`config.mk`:
```
export PLATFORM = sky130hd
export DESIGN_NAME = segment_reorder_receiver_unit
export DESIGN_NICKNAME = d
export VERILOG_FILES = /design/src/rtl/core/sra_pkg.sv /design/src/rtl/core/sra_cell.sv /design/src/rtl/core/segment_reorder_receiver_unit.sv
export SDC_FILE = /design/constraint.sdc
export NUM_CORES = 2
export LEC_CHECK = 0
export BUFFER_PORTS_ARGS = -buffer_cell sky130_fd_sc_hd__buf_4
export CORE_UTILIZATION = 55
export DETAILED_ROUTE_END_ITERATION = 8
export PLACE_DENSITY = 0.71
export SYNTH_ARGS = -nofsm -noshare
export SYNTH_HDL_FRONTEND = slang
export SYNTH_SLANG_ARGS = --single-unit
```
`constraint.sdc`:
```
create_clock -name clock -period 11.73 [get_ports clock]
set_clock_uncertainty 0.15 [all_clocks]
set_input_delay 1.7595 -clock clock [delete_from_list [all_inputs] [get_ports clock]]
set_output_delay 1.7595 -clock clock [all_outputs]
set_load 0.02 [all_outputs]
```
`src/rtl/core/sra_pkg.sv`:
```
// Shared types and constants of the segment reorder receiver.
`timescale 1ns / 1ps
package sra_pkg;

   localparam int OFF_W = 32;
   localparam int LEN_W = 10;

   // result kinds carried on rsp_tuser
   typedef enum logic [1:0] {
      RK_DELIVER = 2'd0,
      RK_ACK     = 2'd1,
      RK_FIN     = 2'd2
   } rkind_type;

   typedef enum logic {
      ST_IDLE  = 1'b0,
      ST_DRAIN = 1'b1
   } state_type;

   // command broadcast to every cell of the row
   typedef struct packed {
      logic clear;   // drop every parked entry
      logic park;    // load the new entry into the lowest free cell
      logic take;    // release the cell that matches the expected offset
      logic purge;   // drop entries that are no longer ahead
   } cmd_type;

   // what one cell hands to its right neighbor
   typedef struct packed {
      logic             hit;    // some cell so far matches the expected offset
      logic             dup;    // some cell so far holds the new offset
      logic             free;   // some cell so far is empty
      logic [LEN_W-1:0] len;    // length of the matching cell
   } link_type;

endpackage

```
`src/rtl/core/sra_cell.sv`:
```
// One parked-segment cell of the reorder row.
`timescale 1ns / 1ps
module sra_cell #(
   parameter int TagWidth = 8
) (
   input  logic                      clock,
   input  logic                      reset,
   input  logic [sra_pkg::OFF_W-1:0] expected,
   input  logic [sra_pkg::OFF_W-1:0] new_off,
   input  logic [sra_pkg::LEN_W-1:0] new_len,
   input  logic [TagWidth-1:0]       new_tag,
   input  sra_pkg::cmd_type          cmd,
   input  sra_pkg::link_type         link_in,
   input  logic [TagWidth-1:0]       tag_in,
   output sra_pkg::link_type         link_out,
   output logic [TagWidth-1:0]       tag_out
);
   import sra_pkg::*;

   logic                valid_ff, valid_in;
   logic [OFF_W-1:0]    off_ff;
   logic [LEN_W-1:0]    len_ff;
   logic [TagWidth-1:0] tag_ff;
   logic                match, ahead, park_here;
   logic [OFF_W-1:0]    gap;

   assign match     = valid_ff && (off_ff == expected);
   assign gap       = off_ff - expected;
   assign ahead     = (gap != '0) && !gap[OFF_W-1];
   assign park_here = cmd.park && !link_in.free && !valid_ff;

   assign link_out.hit  = link_in.hit | match;
   assign link_out.dup  = link_in.dup | (valid_ff && (off_ff == new_off));
   assign link_out.free = link_in.free | !valid_ff;
   assign link_out.len  = match ? len_ff : link_in.len;
   assign tag_out       = match ? tag_ff : tag_in;

   always_comb begin
      valid_in = valid_ff;
      if (cmd.clear) begin
         valid_in = 1'b0;
      end else if (park_here) begin
         valid_in = 1'b1;
      end else if (cmd.take && match) begin
         valid_in = 1'b0;
      end else if (cmd.purge && !ahead) begin
         valid_in = 1'b0;
      end
   end

   always_ff @(posedge clock) begin
      if (reset) begin
         valid_ff <= 1'b0;
      end else begin
         valid_ff <= valid_in;
      end
   end

   always_ff @(posedge clock) begin
      if (park_here) begin
         off_ff <= new_off;
         len_ff <= new_len;
         tag_ff <= new_tag;
      end
   end

endmodule

```
`src/rtl/core/segment_reorder_receiver_unit.sv`:
```
// Top level of the segment reorder receiver: control, result register and cell row.
`timescale 1ns / 1ps
// Channel  Direction  Fields
// req_     in         tuser: kind; tdata: seq_offset, seg_length, buffer_tag
// rsp_     out        tuser: result_kind; tdata: out_tag, out_length, ack_offset,
//                     dropped; tlast: last
//
// A segment that is stale, ahead or an end mark gives one result.
// An in-order segment yields its result, one per later released segment and a closing ack;
// the row finds one matching entry per cycle while output is free; control adds its length.
// Reset is synchronous; it empties the row and zeroes the expected offset, no clearing pass.
// A stalled result register holds the control; no transaction is taken while draining.
module segment_reorder_receiver_unit #(
   parameter int TableDepth = 16,
   parameter int MaxSegment = 1000,
   parameter int TagWidth   = 8
) (
   input  logic             clock,
   input  logic             reset,
   input  logic             req_tvalid,
   output logic             req_tready,
   input  logic [0:0]       req_tuser,   // kind
   // seq_offset[31:0], seg_length[41:32], buffer_tag, zero fill
   input  logic [((42+TagWidth+7)/8)*8-1:0] req_tdata,
   output logic             rsp_tvalid,
   input  logic             rsp_tready,
   output logic [1:0]       rsp_tuser,   // result_kind
   // out_tag, out_length, ack_offset, dropped, zero fill
   output logic [((TagWidth+43+7)/8)*8-1:0] rsp_tdata,
   output logic             rsp_tlast
);
   import sra_pkg::*;

   localparam int RspW = ((TagWidth + 43 + 7) / 8) * 8;

   state_type           state_ff, state_in;
   logic [OFF_W-1:0]    expected_ff, expected_in;

   // result register
   logic                rsp_valid_ff, rsp_valid_in;
   rkind_type           rsp_kind_ff, rsp_kind_in;
   logic [TagWidth-1:0] rsp_tag_ff, rsp_tag_in;
   logic [LEN_W-1:0]    rsp_len_ff, rsp_len_in;
   logic [OFF_W-1:0]    rsp_ack_ff, rsp_ack_in;
   logic                rsp_drop_ff, rsp_drop_in;
   logic                rsp_last_ff, rsp_last_in;
   logic                load;

   logic                out_free, accept;
   logic                in_kind;
   logic [OFF_W-1:0]    in_off, in_dist;
   logic [LEN_W-1:0]    in_len_raw, in_len;
   logic [TagWidth-1:0] in_tag;
   logic                in_order, in_ahead;
   cmd_type             cmd;

   link_type            link [0:TableDepth];
   logic [TagWidth-1:0] tag_link [0:TableDepth];

   assign out_free   = !rsp_valid_ff || rsp_tready;
   assign accept     = req_tvalid && req_tready;
   assign in_kind    = req_tuser[0];
   assign in_off     = req_tdata[OFF_W-1:0];
   assign in_len_raw = req_tdata[OFF_W+LEN_W-1:OFF_W];
   assign in_tag     = req_tdata[OFF_W+LEN_W+TagWidth-1:OFF_W+LEN_W];
   // saturate overlong segments
   assign in_len     = (32'(in_len_raw) > 32'(MaxSegment)) ? LEN_W'(MaxSegment) : in_len_raw;
   assign in_dist    = in_off - expected_ff;
   assign in_order   = (in_dist == '0);
   assign in_ahead   = !in_order && !in_dist[OFF_W-1];

   // row of cells; the lowest free cell takes a parked segment
   assign link[0]     = '0;
   assign tag_link[0] = '0;

   for (genvar g = 0; g < TableDepth; g++) begin : g_cell
      sra_cell #(
         .TagWidth(TagWidth)
      ) u_cell (
         .clock   (clock),
         .reset   (reset),
         .expected(expected_ff),
         .new_off (in_off),
         .new_len (in_len),
         .new_tag (in_tag),
         .cmd     (cmd),
         .link_in (link[g]),
         .tag_in  (tag_link[g]),
         .link_out(link[g+1]),
         .tag_out (tag_link[g+1])
      );
   end

   // next state
   always_comb begin
      state_in = state_ff;
      unique case (state_ff)
         ST_IDLE: begin
            if (accept && !in_kind && in_order) begin
               state_in = ST_DRAIN;
            end
         end
         ST_DRAIN: begin
            if (out_free && !link[TableDepth].hit) begin
               state_in = ST_IDLE;
            end
         end
         default: state_in = ST_IDLE;
      endcase
   end

   // outputs of the control
   always_comb begin
      req_tready  = 1'b0;
      cmd         = '0;
      load        = 1'b0;
      expected_in = expected_ff;
      rsp_kind_in = RK_ACK;
      rsp_tag_in  = '0;
      rsp_len_in  = '0;
      rsp_ack_in  = expected_ff;
      rsp_drop_in = 1'b0;
      rsp_last_in = 1'b1;
      unique case (state_ff)
         ST_IDLE: begin
            req_tready = out_free;
            if (accept) begin
               load = 1'b1;
               if (in_kind) begin
                  // end of transfer: clear all state
                  cmd.clear   = 1'b1;
                  expected_in = '0;
                  rsp_kind_in = RK_FIN;
                  rsp_ack_in  = '0;
               end else if (in_order) begin
                  expected_in = expected_ff + OFF_W'(in_len);
                  rsp_kind_in = RK_DELIVER;
                  rsp_tag_in  = in_tag;
                  rsp_len_in  = in_len;
                  rsp_ack_in  = expected_in;
                  rsp_last_in = 1'b0;
               end else if (in_ahead) begin
                  if (link[TableDepth].dup || !link[TableDepth].free) begin
                     rsp_drop_in = 1'b1;
                  end else begin
                     cmd.park = 1'b1;
                  end
               end
            end
         end
         ST_DRAIN: begin
            if (out_free) begin
               load = 1'b1;
               if (link[TableDepth].hit) begin
                  // release the lined-up entry and advance
                  cmd.take    = 1'b1;
                  expected_in = expected_ff + OFF_W'(link[TableDepth].len);
                  rsp_kind_in = RK_DELIVER;
                  rsp_tag_in  = tag_link[TableDepth];
                  rsp_len_in  = link[TableDepth].len;
                  rsp_ack_in  = expected_in;
                  rsp_last_in = 1'b0;
               end else begin
                  // close the run and drop overtaken entries
                  cmd.purge = 1'b1;
               end
            end
         end
         default: ;
      endcase
   end

   assign rsp_valid_in = load ? 1'b1 : (rsp_valid_ff && !rsp_tready);

   always_ff @(posedge clock) begin
      if (reset) begin
         state_ff     <= ST_IDLE;
         expected_ff  <= '0;
         rsp_valid_ff <= 1'b0;
      end else begin
         state_ff     <= state_in;
         expected_ff  <= expected_in;
         rsp_valid_ff <= rsp_valid_in;
      end
   end

   always_ff @(posedge clock) begin
      if (load) begin
         rsp_kind_ff <= rsp_kind_in;
         rsp_tag_ff  <= rsp_tag_in;
         rsp_len_ff  <= rsp_len_in;
         rsp_ack_ff  <= rsp_ack_in;
         rsp_drop_ff <= rsp_drop_in;
         rsp_last_ff <= rsp_last_in;
      end
   end

   assign rsp_tvalid = rsp_valid_ff;
   assign rsp_tuser  = rsp_kind_ff;
   assign rsp_tlast  = rsp_last_ff;
   assign rsp_tdata  = RspW'({rsp_drop_ff, rsp_ack_ff, rsp_len_ff, rsp_tag_ff});

   a_ready_idle : assert property (@(posedge clock) disable iff (reset)
      req_tready |-> state_ff == ST_IDLE)
      else $error("input taken while draining");

   a_fin_clear : assert property (@(posedge clock) disable iff (reset)
      accept && in_kind |=> expected_ff == '0 && state_ff == ST_IDLE)
      else $error("end mark did not clear the expected offset");

   a_drain_end : assert property (@(posedge clock) disable iff (reset)
      state_ff == ST_DRAIN && out_free && !link[TableDepth].hit |=>
         state_ff == ST_IDLE && rsp_tlast && rsp_tuser == RK_ACK)
      else $error("run did not close with a final ack");

   a_fin_last : assert property (@(posedge clock) disable iff (reset)
      rsp_valid_ff && rsp_kind_ff == RK_FIN |-> rsp_last_ff && rsp_ack_ff == '0)
      else $error("end acknowledgment malformed");

endmodule
```
### Word level (Yosys, flattened, before mapping)

Cells that the tools add are included.
Widths: inputs -> output; s select.

| cells by class | value |
|---|---|
| magnitude comparators | 1 |
| bitwise logic cells | 48 |
| add/subtract/negate cells | 19 |
| multiplexer cells | 130 |
| equality and inequality tests | 32 |
| reductions and logical operators | 223 |

Operators by type and width:

| cell | number |
|---|---|
| $eq 32x32->1 | 32 |
| $sub 32x32->32 | 17 |
| $reduce_bool 32->1 | 16 |
| $mux 10 | 22 |
| $mux 8 | 21 |
| $mux 32 | 5 |
| $logic_and 1x1->1 | 117 |
| $logic_not 1->1 | 69 |
| $mux 1 | 69 |
| $add 32x10->32 | 2 |
| $pmux 32 s2 | 1 |
| $reduce_bool 3->1 | 16 |
| $or 1x1->1 | 45 |
| $logic_not 32->1 | 1 |
| $pmux 10 s2 | 1 |
| $pmux 8 s2 | 1 |
| $mux 2 | 6 |
| $gt 10x10->1 const B | 1 |
| $pmux 1 s2 | 3 |
| $reduce_or 5->1 | 1 |
| $pmux 2 s2 | 1 |
| $not 1->1 | 3 |
| $logic_or 1x1->1 | 2 |
| $reduce_or 2->1 | 1 |

| storage, ports and cells | value |
|---|---|
| input bits | 61 |
| word-level logic and storage cells | 526 |
| output and inout port bits | 61 |
| flip-flop bits (word level) | 904 |

### Longest topological paths before layout

| depth | value |
|---|---|
| depth in word-level cells | 27 |
| gate-level depth with buffers | 32 |
| gate-level depth less buffers | 31 |

### Modules after synthesis

Synthesis repeated with hierarchy kept, for this count alone.

| second synthesis, totals | value |
|---|---|
| cells, all modules | 7946 |
| area, all modules | 75074.5 um^2 |

By module, submodules not included:

| module | cells each | times used | area each (um^2) |
|---|---|---|---|
| sra_cell (g_cell[13].u_cell ...) | 426 | 12 | 4162.7 |
| sra_cell (g_cell[0].u_cell ...) | 459 | 4 | 4241.6 |
| segment_reorder_receiver_unit | 998 | 1 | 8155.3 |

### Worst setup path before layout

Ideal clock, no wire load.

| path | value |
|---|---|
| path type | input port to flip-flop |
| start | input port req_tdata[0] |
| end | register g_cell[6].u_cell.valid_ff |
| path slack | 1.088 ns |
| arrival time | 10.407 ns |
| stages on the path | 17 |
| cells stage by stage | clkbuf_1 -> clkbuf_1 -> inv_1 -> ha_1 -> nand2b_1 -> a21bo_1 -> a211oi_1 -> o211a_1 -> o21ai_0 -> o211ai_1 -> xnor2_1 -> nand3_1 -> nor3_1 -> nand2_1 -> clkbuf_1 -> nor4_1 -> a22o_1 |

| on the way | value |
|---|---|
| cells in the longest elaborated chain, start to end | 27 |

RTL lines:

| what | line | text |
|---|---|---|
| from (decl) | segment_reorder_receiver_unit.sv:24 | `input logic [((42+TagWidth+7)/8)*8-1:0] req_tdata,` |
| $eq 32x32->1 | sra_cell.sv:33 | `assign link_out.dup = link_in.dup \| (valid_ff && (off_ff == new_off));` |
| $logic_and 1x1->1 | sra_cell.sv:33 |  |
| $or 1x1->1 (15 in a row) | sra_cell.sv:33 |  |
| $logic_or 1x1->1 | segment_reorder_receiver_unit.sv:143 | `if (link[TableDepth].dup \|\| !link[TableDepth].free) begin` |
| $mux 1 | segment_reorder_receiver_unit.sv:143 |  |
| $mux 1 | segment_reorder_receiver_unit.sv:142 | `end else if (in_ahead) begin` |
| $mux 1 (*) | segment_reorder_receiver_unit.sv:135 | `end else if (in_order) begin` |
| $mux 1 (*) | segment_reorder_receiver_unit.sv:129 | `if (in_kind) begin` |
| $mux 2 (*) | segment_reorder_receiver_unit.sv:127 | `if (accept) begin` |
| $mux 2 (*) | segment_reorder_receiver_unit.sv:124 | `unique case (state_ff)` |
| $logic_and 1x1->1 (*) (2 in a row) | sra_cell.sv:30 | `assign park_here = cmd.park && !link_in.free && !valid_ff;` |
| named net g_cell[6].u_cell.park_here | sra_cell.sv:24 | `logic match, ahead, park_here;` |
| $reduce_bool 3->1 (no source line) / $mux 1 (equally long branches) | -- |  |
| to (signal assigned) | sra_cell.sv:55 | `valid_ff <= valid_in;` |
| to (decl) | sra_cell.sv:20 | `logic valid_ff, valid_in;` |

The timed path passes the listed nets; every way through them passes the cells marked *.
A chain may end at the register's enable or synchronous reset.

### Final worst setup path

| path | value |
|---|---|
| start | register expected_ff[17] |
| end | register rsp_ack_ff[30], data pin |

| on the way | value |
|---|---|
| cells in the longest elaborated chain, start to end | 22 |

RTL lines:

| what | line | text |
|---|---|---|
| from (decl) | segment_reorder_receiver_unit.sv:37 | `logic [OFF_W-1:0] expected_ff, expected_in;` |
| from (signal assigned) | segment_reorder_receiver_unit.sv:182 | `expected_ff <= expected_in;` |
| $eq 32x32->1 | sra_cell.sv:27 | `assign match = valid_ff && (off_ff == expected);` |
| $logic_and 1x1->1 | sra_cell.sv:27 |  |
| $mux 10 (16 in a row) | sra_cell.sv:35 | `assign link_out.len = match ? len_ff : link_in.len;` |
| $add 32x10->32 | segment_reorder_receiver_unit.sv:157 | `expected_in = expected_ff + OFF_W'(link[TableDepth].len);` |
| $mux 32 (2 in a row) | -- |  |
| $pmux 32 s2 (*) | -- |  |
| named net expected_in[30] | segment_reorder_receiver_unit.sv:37 |  |
| to (signal assigned) | segment_reorder_receiver_unit.sv:192 | `rsp_ack_ff <= rsp_ack_in;` |
| to (decl) | segment_reorder_receiver_unit.sv:44 | `logic [OFF_W-1:0] rsp_ack_ff, rsp_ack_in;` |

Marks and branches as above.

==> load_flow_metrics.sql <==
INSERT INTO impl_metrics (metric_group, metric, value, unit) VALUES
('setup_path', 'worst_path_dominant_cell_family', 'simple AND/OR/NAND/NOR gates', ''),
('cts', 'clk_root_buffer_cell', 'sky130_fd_sc_hd__clkbuf_16', ''),
('drt', 'met3RoutedLength', '29400', 'microns'),
('drt', 'wl_met2', '109000', 'microns'),
('status', 'outcome', 'finished, final reports clean', ''),
('grt', 'first_pass_grt_wire_length', '362000', 'microns'),
('drt', 'drt-vias-per-instance', '6.90', ''),
('cts', 'cts-resized-gates', '0', ''),
('timing', 'timing.final.crit_period', '8850', 'ps'),
('floorplanning', 'core', '0.116', 'sq mm'),
('cells_and_area', 'drive_gt1_frac', '0.0784', ''),
('yosys', 'count_of_cell_types_in_the_netlist', '97', ''),
('drt', 'wirelength', '257000', 'microns'),
('power', 'power.share.combinational', '0.077', ''),
('drt', 'vias', '57776', ''),
('cts', 'h-tree-depth', '3', ''),
('yosys', 'yosys_warnings', '0', ''),
('yosys', 'synth.cell_area', '0.0646', 'sq mm'),
('power', 'sequentialPowerShare', '0.473', ''),
('drt', 'route.detailed.drc', '0', ''),
('drt', 'detail_route.wl_per_cell', '30.6', 'microns'),
('drt', 'postRouteAntennaNets', '0', ''),
('placement', 'dp_hpwl', '183000', 'microns'),
('power', 'power-per-cell-area', '105', 'mW/mm^2'),
('timing', 'final.setup.worst_slack', '2880', 'ps'),
('placement', 'gpl.final_weighted_congestion', '1.03', ''),
('setup_path', 'setup.worst_path.start', 'expected_ff[17]', ''),
('power', 'max-vdd-ir-drop', '0.129', 'mV'),
('floorplanning', 'die_height', '345', 'microns'),
('setup_path', 'critical_path.slowest_cell', 'sky130_fd_sc_hd__and4_1', ''),
('setup_path', 'crit_buf_inv', '3', ''),
('grt', 'pin_count_of_the_biggest_net_entering_global_routing', '52', ''),
('timing', 'max_slew.worst_pin.slew', '1340', 'ps'),
('yosys', 'synth-edff-count', '854', ''),
('yosys', 'dominantRegCellSynth', 'sky130_fd_sc_hd__edfxtp_1', ''),
('floorplanning', 'initial_core_util', '0.555', ''),
('setup_path', 'required', '12020', 'ps'),
('cts', 'cts_buffers', '103', ''),
('min_path', 'min_from', 'expected_ff[28]', ''),
('drt', 'drt_iter0_drc', '7423', ''),
('timing', 'fin_crit_sh', '0.755', ''),
('grt', 'global_route.usage.total', '0.422', ''),
('setup_path', 'kind_of_start_point_of_the_critical_path', 'register', ''),
('cts', 'holdBufCountCts', '0', ''),
('timing', 'report.final.slew_viol_count', '0', ''),
('power', 'relative_contribution_of_the_clock_network_to_total_power', '0.449', ''),
('timing', 'slew_headroom', '0.0974', ''),
('floorplanning', 'die_x', '345', 'microns'),
('drt', 'route.layer.met1.wl', '101000', 'microns'),
('job', 'max_cap_viol_count', '0', ''),
('setup_path', 'critPathArrivalTime', '9140', 'ps'),
('cts', 'clock_tree.buffer_depth', '3', ''),
('grt', 'globalRoute.totalOverflow', '0', ''),
('yosys', 'syn_inst', '6585', ''),
('yosys', 'yosysSeqAreaShare', '0.413', ''),
('power', 'switchingPower', '1.88', 'mW'),
('power', 'switching_share', '0.250', ''),
('setup_path', 'cpPeakStageDelay', '900', 'ps'),
('timing', 'final_hold_violations', '0', ''),
('cells_and_area', 'fillCellCount', '9902', ''),
('cts', 'path_clk_slew', '60', 'ps'),
('floorplanning', 'fp-row-count', '125', ''),
('power', 'power_leakage', '25.2', 'nW'),
('yosys', 'async_set_reset_flop_share_out_of_synthesis', '0', ''),
('grt', 'antenna_found_initial', '18', ''),
('min_path', 'timing.hold.worst.class', 'reg2reg', ''),
('setup_path', 'setup.worst_path.class', 'reg2reg', ''),
('cells_and_area', 'area_growth_syn_to_layout', '10.6', '%'),
('setup_path', 'rr_startpoint', 'expected_ff[17]', ''),
('yosys', 'synth.ff_latch_count', '904', ''),
('placement', 'place_ws', '3180', 'ps');
==> through the flow <==
step	instance area, sq um	power, mW	cells	utilization	hold WS [ps]
floorplan	64600	3.93	6589	-	336
global placement	67800	4.17	8166	0.583	388
detailed placement	67800	4.18	8166	0.583	392
CTS	71300	7.51	8362	0.613	401
global route	71400	7.67	8364	0.613	428
finish	71400	7.51	8378	0.613	395
==> flip-flops by register name (all words and copies together) (netlist names), 2 cells and up <==
| name | cells |
|---|---|
| rsp_tag_ff | 8 |
| g_cell.u_cell.off_ff | 512 |
| expected_ff | 32 |
| g_cell.u_cell.valid_ff | 16 |
| g_cell.u_cell.len_ff | 160 |
| rsp_tuser | 2 |
| rsp_len_ff | 10 |
| rsp_ack_ff | 32 |
| g_cell.u_cell.tag_ff | 128 |
==> synthesized netlist by cell type, types with 18 or more instances <==
library cell | count | area, sq um
sky130_fd_sc_hd__ha_1 | 547 | 6840
sky130_fd_sc_hd__or3_1 | 34 | 213
sky130_fd_sc_hd__a22oi_1 | 26 | 195
sky130_fd_sc_hd__nor3b_1 | 28 | 210
sky130_fd_sc_hd__clkbuf_1 | 180 | 676
sky130_fd_sc_hd__o31ai_1 | 32 | 240
sky130_fd_sc_hd__nor4_1 | 179 | 1120
sky130_fd_sc_hd__nand3_1 | 215 | 1080
sky130_fd_sc_hd__nor3_1 | 205 | 1030
sky130_fd_sc_hd__a21boi_0 | 22 | 165
sky130_fd_sc_hd__xnor2_1 | 425 | 3720
sky130_fd_sc_hd__inv_1 | 234 | 878
sky130_fd_sc_hd__a22o_1 | 30 | 263
sky130_fd_sc_hd__nand4_1 | 267 | 1670
sky130_fd_sc_hd__o311ai_0 | 24 | 210
sky130_fd_sc_hd__and3_1 | 50 | 313
sky130_fd_sc_hd__mux2i_1 | 85 | 851
sky130_fd_sc_hd__a21oi_1 | 474 | 2370
sky130_fd_sc_hd__nor2b_1 | 64 | 400
sky130_fd_sc_hd__edfxtp_1 | 854 | 25600
sky130_fd_sc_hd__o211ai_1 | 71 | 533
sky130_fd_sc_hd__o2111ai_1 | 27 | 236
sky130_fd_sc_hd__dfxtp_1 | 50 | 1000
sky130_fd_sc_hd__o21ai_0 | 344 | 1720
sky130_fd_sc_hd__a221oi_1 | 37 | 324
sky130_fd_sc_hd__a31oi_1 | 55 | 344
sky130_fd_sc_hd__nor2_1 | 465 | 1750
sky130_fd_sc_hd__and2_1 | 46 | 288
sky130_fd_sc_hd__o21a_1 | 52 | 390
sky130_fd_sc_hd__o221ai_1 | 18 | 158
sky130_fd_sc_hd__a211oi_1 | 44 | 330
sky130_fd_sc_hd__o22ai_1 | 42 | 263
sky130_fd_sc_hd__nand2b_1 | 107 | 669
sky130_fd_sc_hd__a21o_1 | 115 | 863
sky130_fd_sc_hd__o21bai_1 | 40 | 300
sky130_fd_sc_hd__or2_2 | 19 | 119
sky130_fd_sc_hd__a2111oi_0 | 30 | 263
sky130_fd_sc_hd__or4_1 | 31 | 233
sky130_fd_sc_hd__nand3b_1 | 21 | 158
sky130_fd_sc_hd__xor2_1 | 264 | 2310
sky130_fd_sc_hd__a221o_1 | 24 | 240
sky130_fd_sc_hd__nand2_1 | 463 | 1740
==> final cells by class <==
cell class	count	area, sq um	area share
diodes	16	40.0	0.000561
flip-flops and latches	904	26600	0.373
clock buffers	122	2740	0.0384
repair buffers	256	1960	0.0274
inverters	236	886	0.0124
clock inverters	74	815	0.0114
multi-input cells	5246	36400	0.510
well taps	1524	1910	0.0267
==> worst min-delay path: stages (launching register included) <==
cell and delay (ps):
sky130_fd_sc_hd__dfxtp_1 350, sky130_fd_sc_hd__o21ai_0 90, sky130_fd_sc_hd__o31ai_1 60
==> layout by cell type (no fill, tap or decap), types with 215 or more instances in the layout <==
cell type / count
sky130_fd_sc_hd__edfxtp_1: 854
sky130_fd_sc_hd__xor2_1: 264
sky130_fd_sc_hd__nor2_1: 456
sky130_fd_sc_hd__a21oi_1: 474
sky130_fd_sc_hd__nand3_1: 215
sky130_fd_sc_hd__buf_4: 253
sky130_fd_sc_hd__ha_1: 547
sky130_fd_sc_hd__xnor2_1: 425
sky130_fd_sc_hd__nand2_1: 462
sky130_fd_sc_hd__o21ai_0: 344
sky130_fd_sc_hd__nand4_1: 267
==> path summary, 6_finish.rpt <==
check	slack (ps)	cells after the start	end
hold reg to reg	390	2	expected_ff[28]
setup / recovery	2880	27	rsp_ack_ff[30]
hold / removal	390	2	expected_ff[28]
setup reg to reg	2880	27	rsp_ack_ff[30]
==> cell families after synthesis <==
group           after synthesis  synth area share
fa+ha+maj                   549             0.107
buf+inv                     439            0.0262
mux                         101            0.0160
compound gates             1661             0.168
xor+xnor                    689            0.0935
flops                       904             0.413
other cells                   1         0.0000581
simple gates               2241             0.177
==> power by group through the flow <==
stage	Clock, mW	Combinational (mW)	Sequential (mW)
finish	3.38	0.579	3.56
global route	3.51	0.601	3.56
CTS	3.39	0.561	3.55
detailed placement	0	0.557	3.62
global placement	0	0.551	3.62
floorplan	0	0.297	3.63
==> metal layers <==
metal | vias up | GRT usage
met5 | - | 0
met4 | 12 | 0.252
met3 | 744 | 0.0853
met2 | 3451 | 0.628
met1 | 27879 | 0.569
li1 | 25690 | -
(Power assumes the default switching activity.)
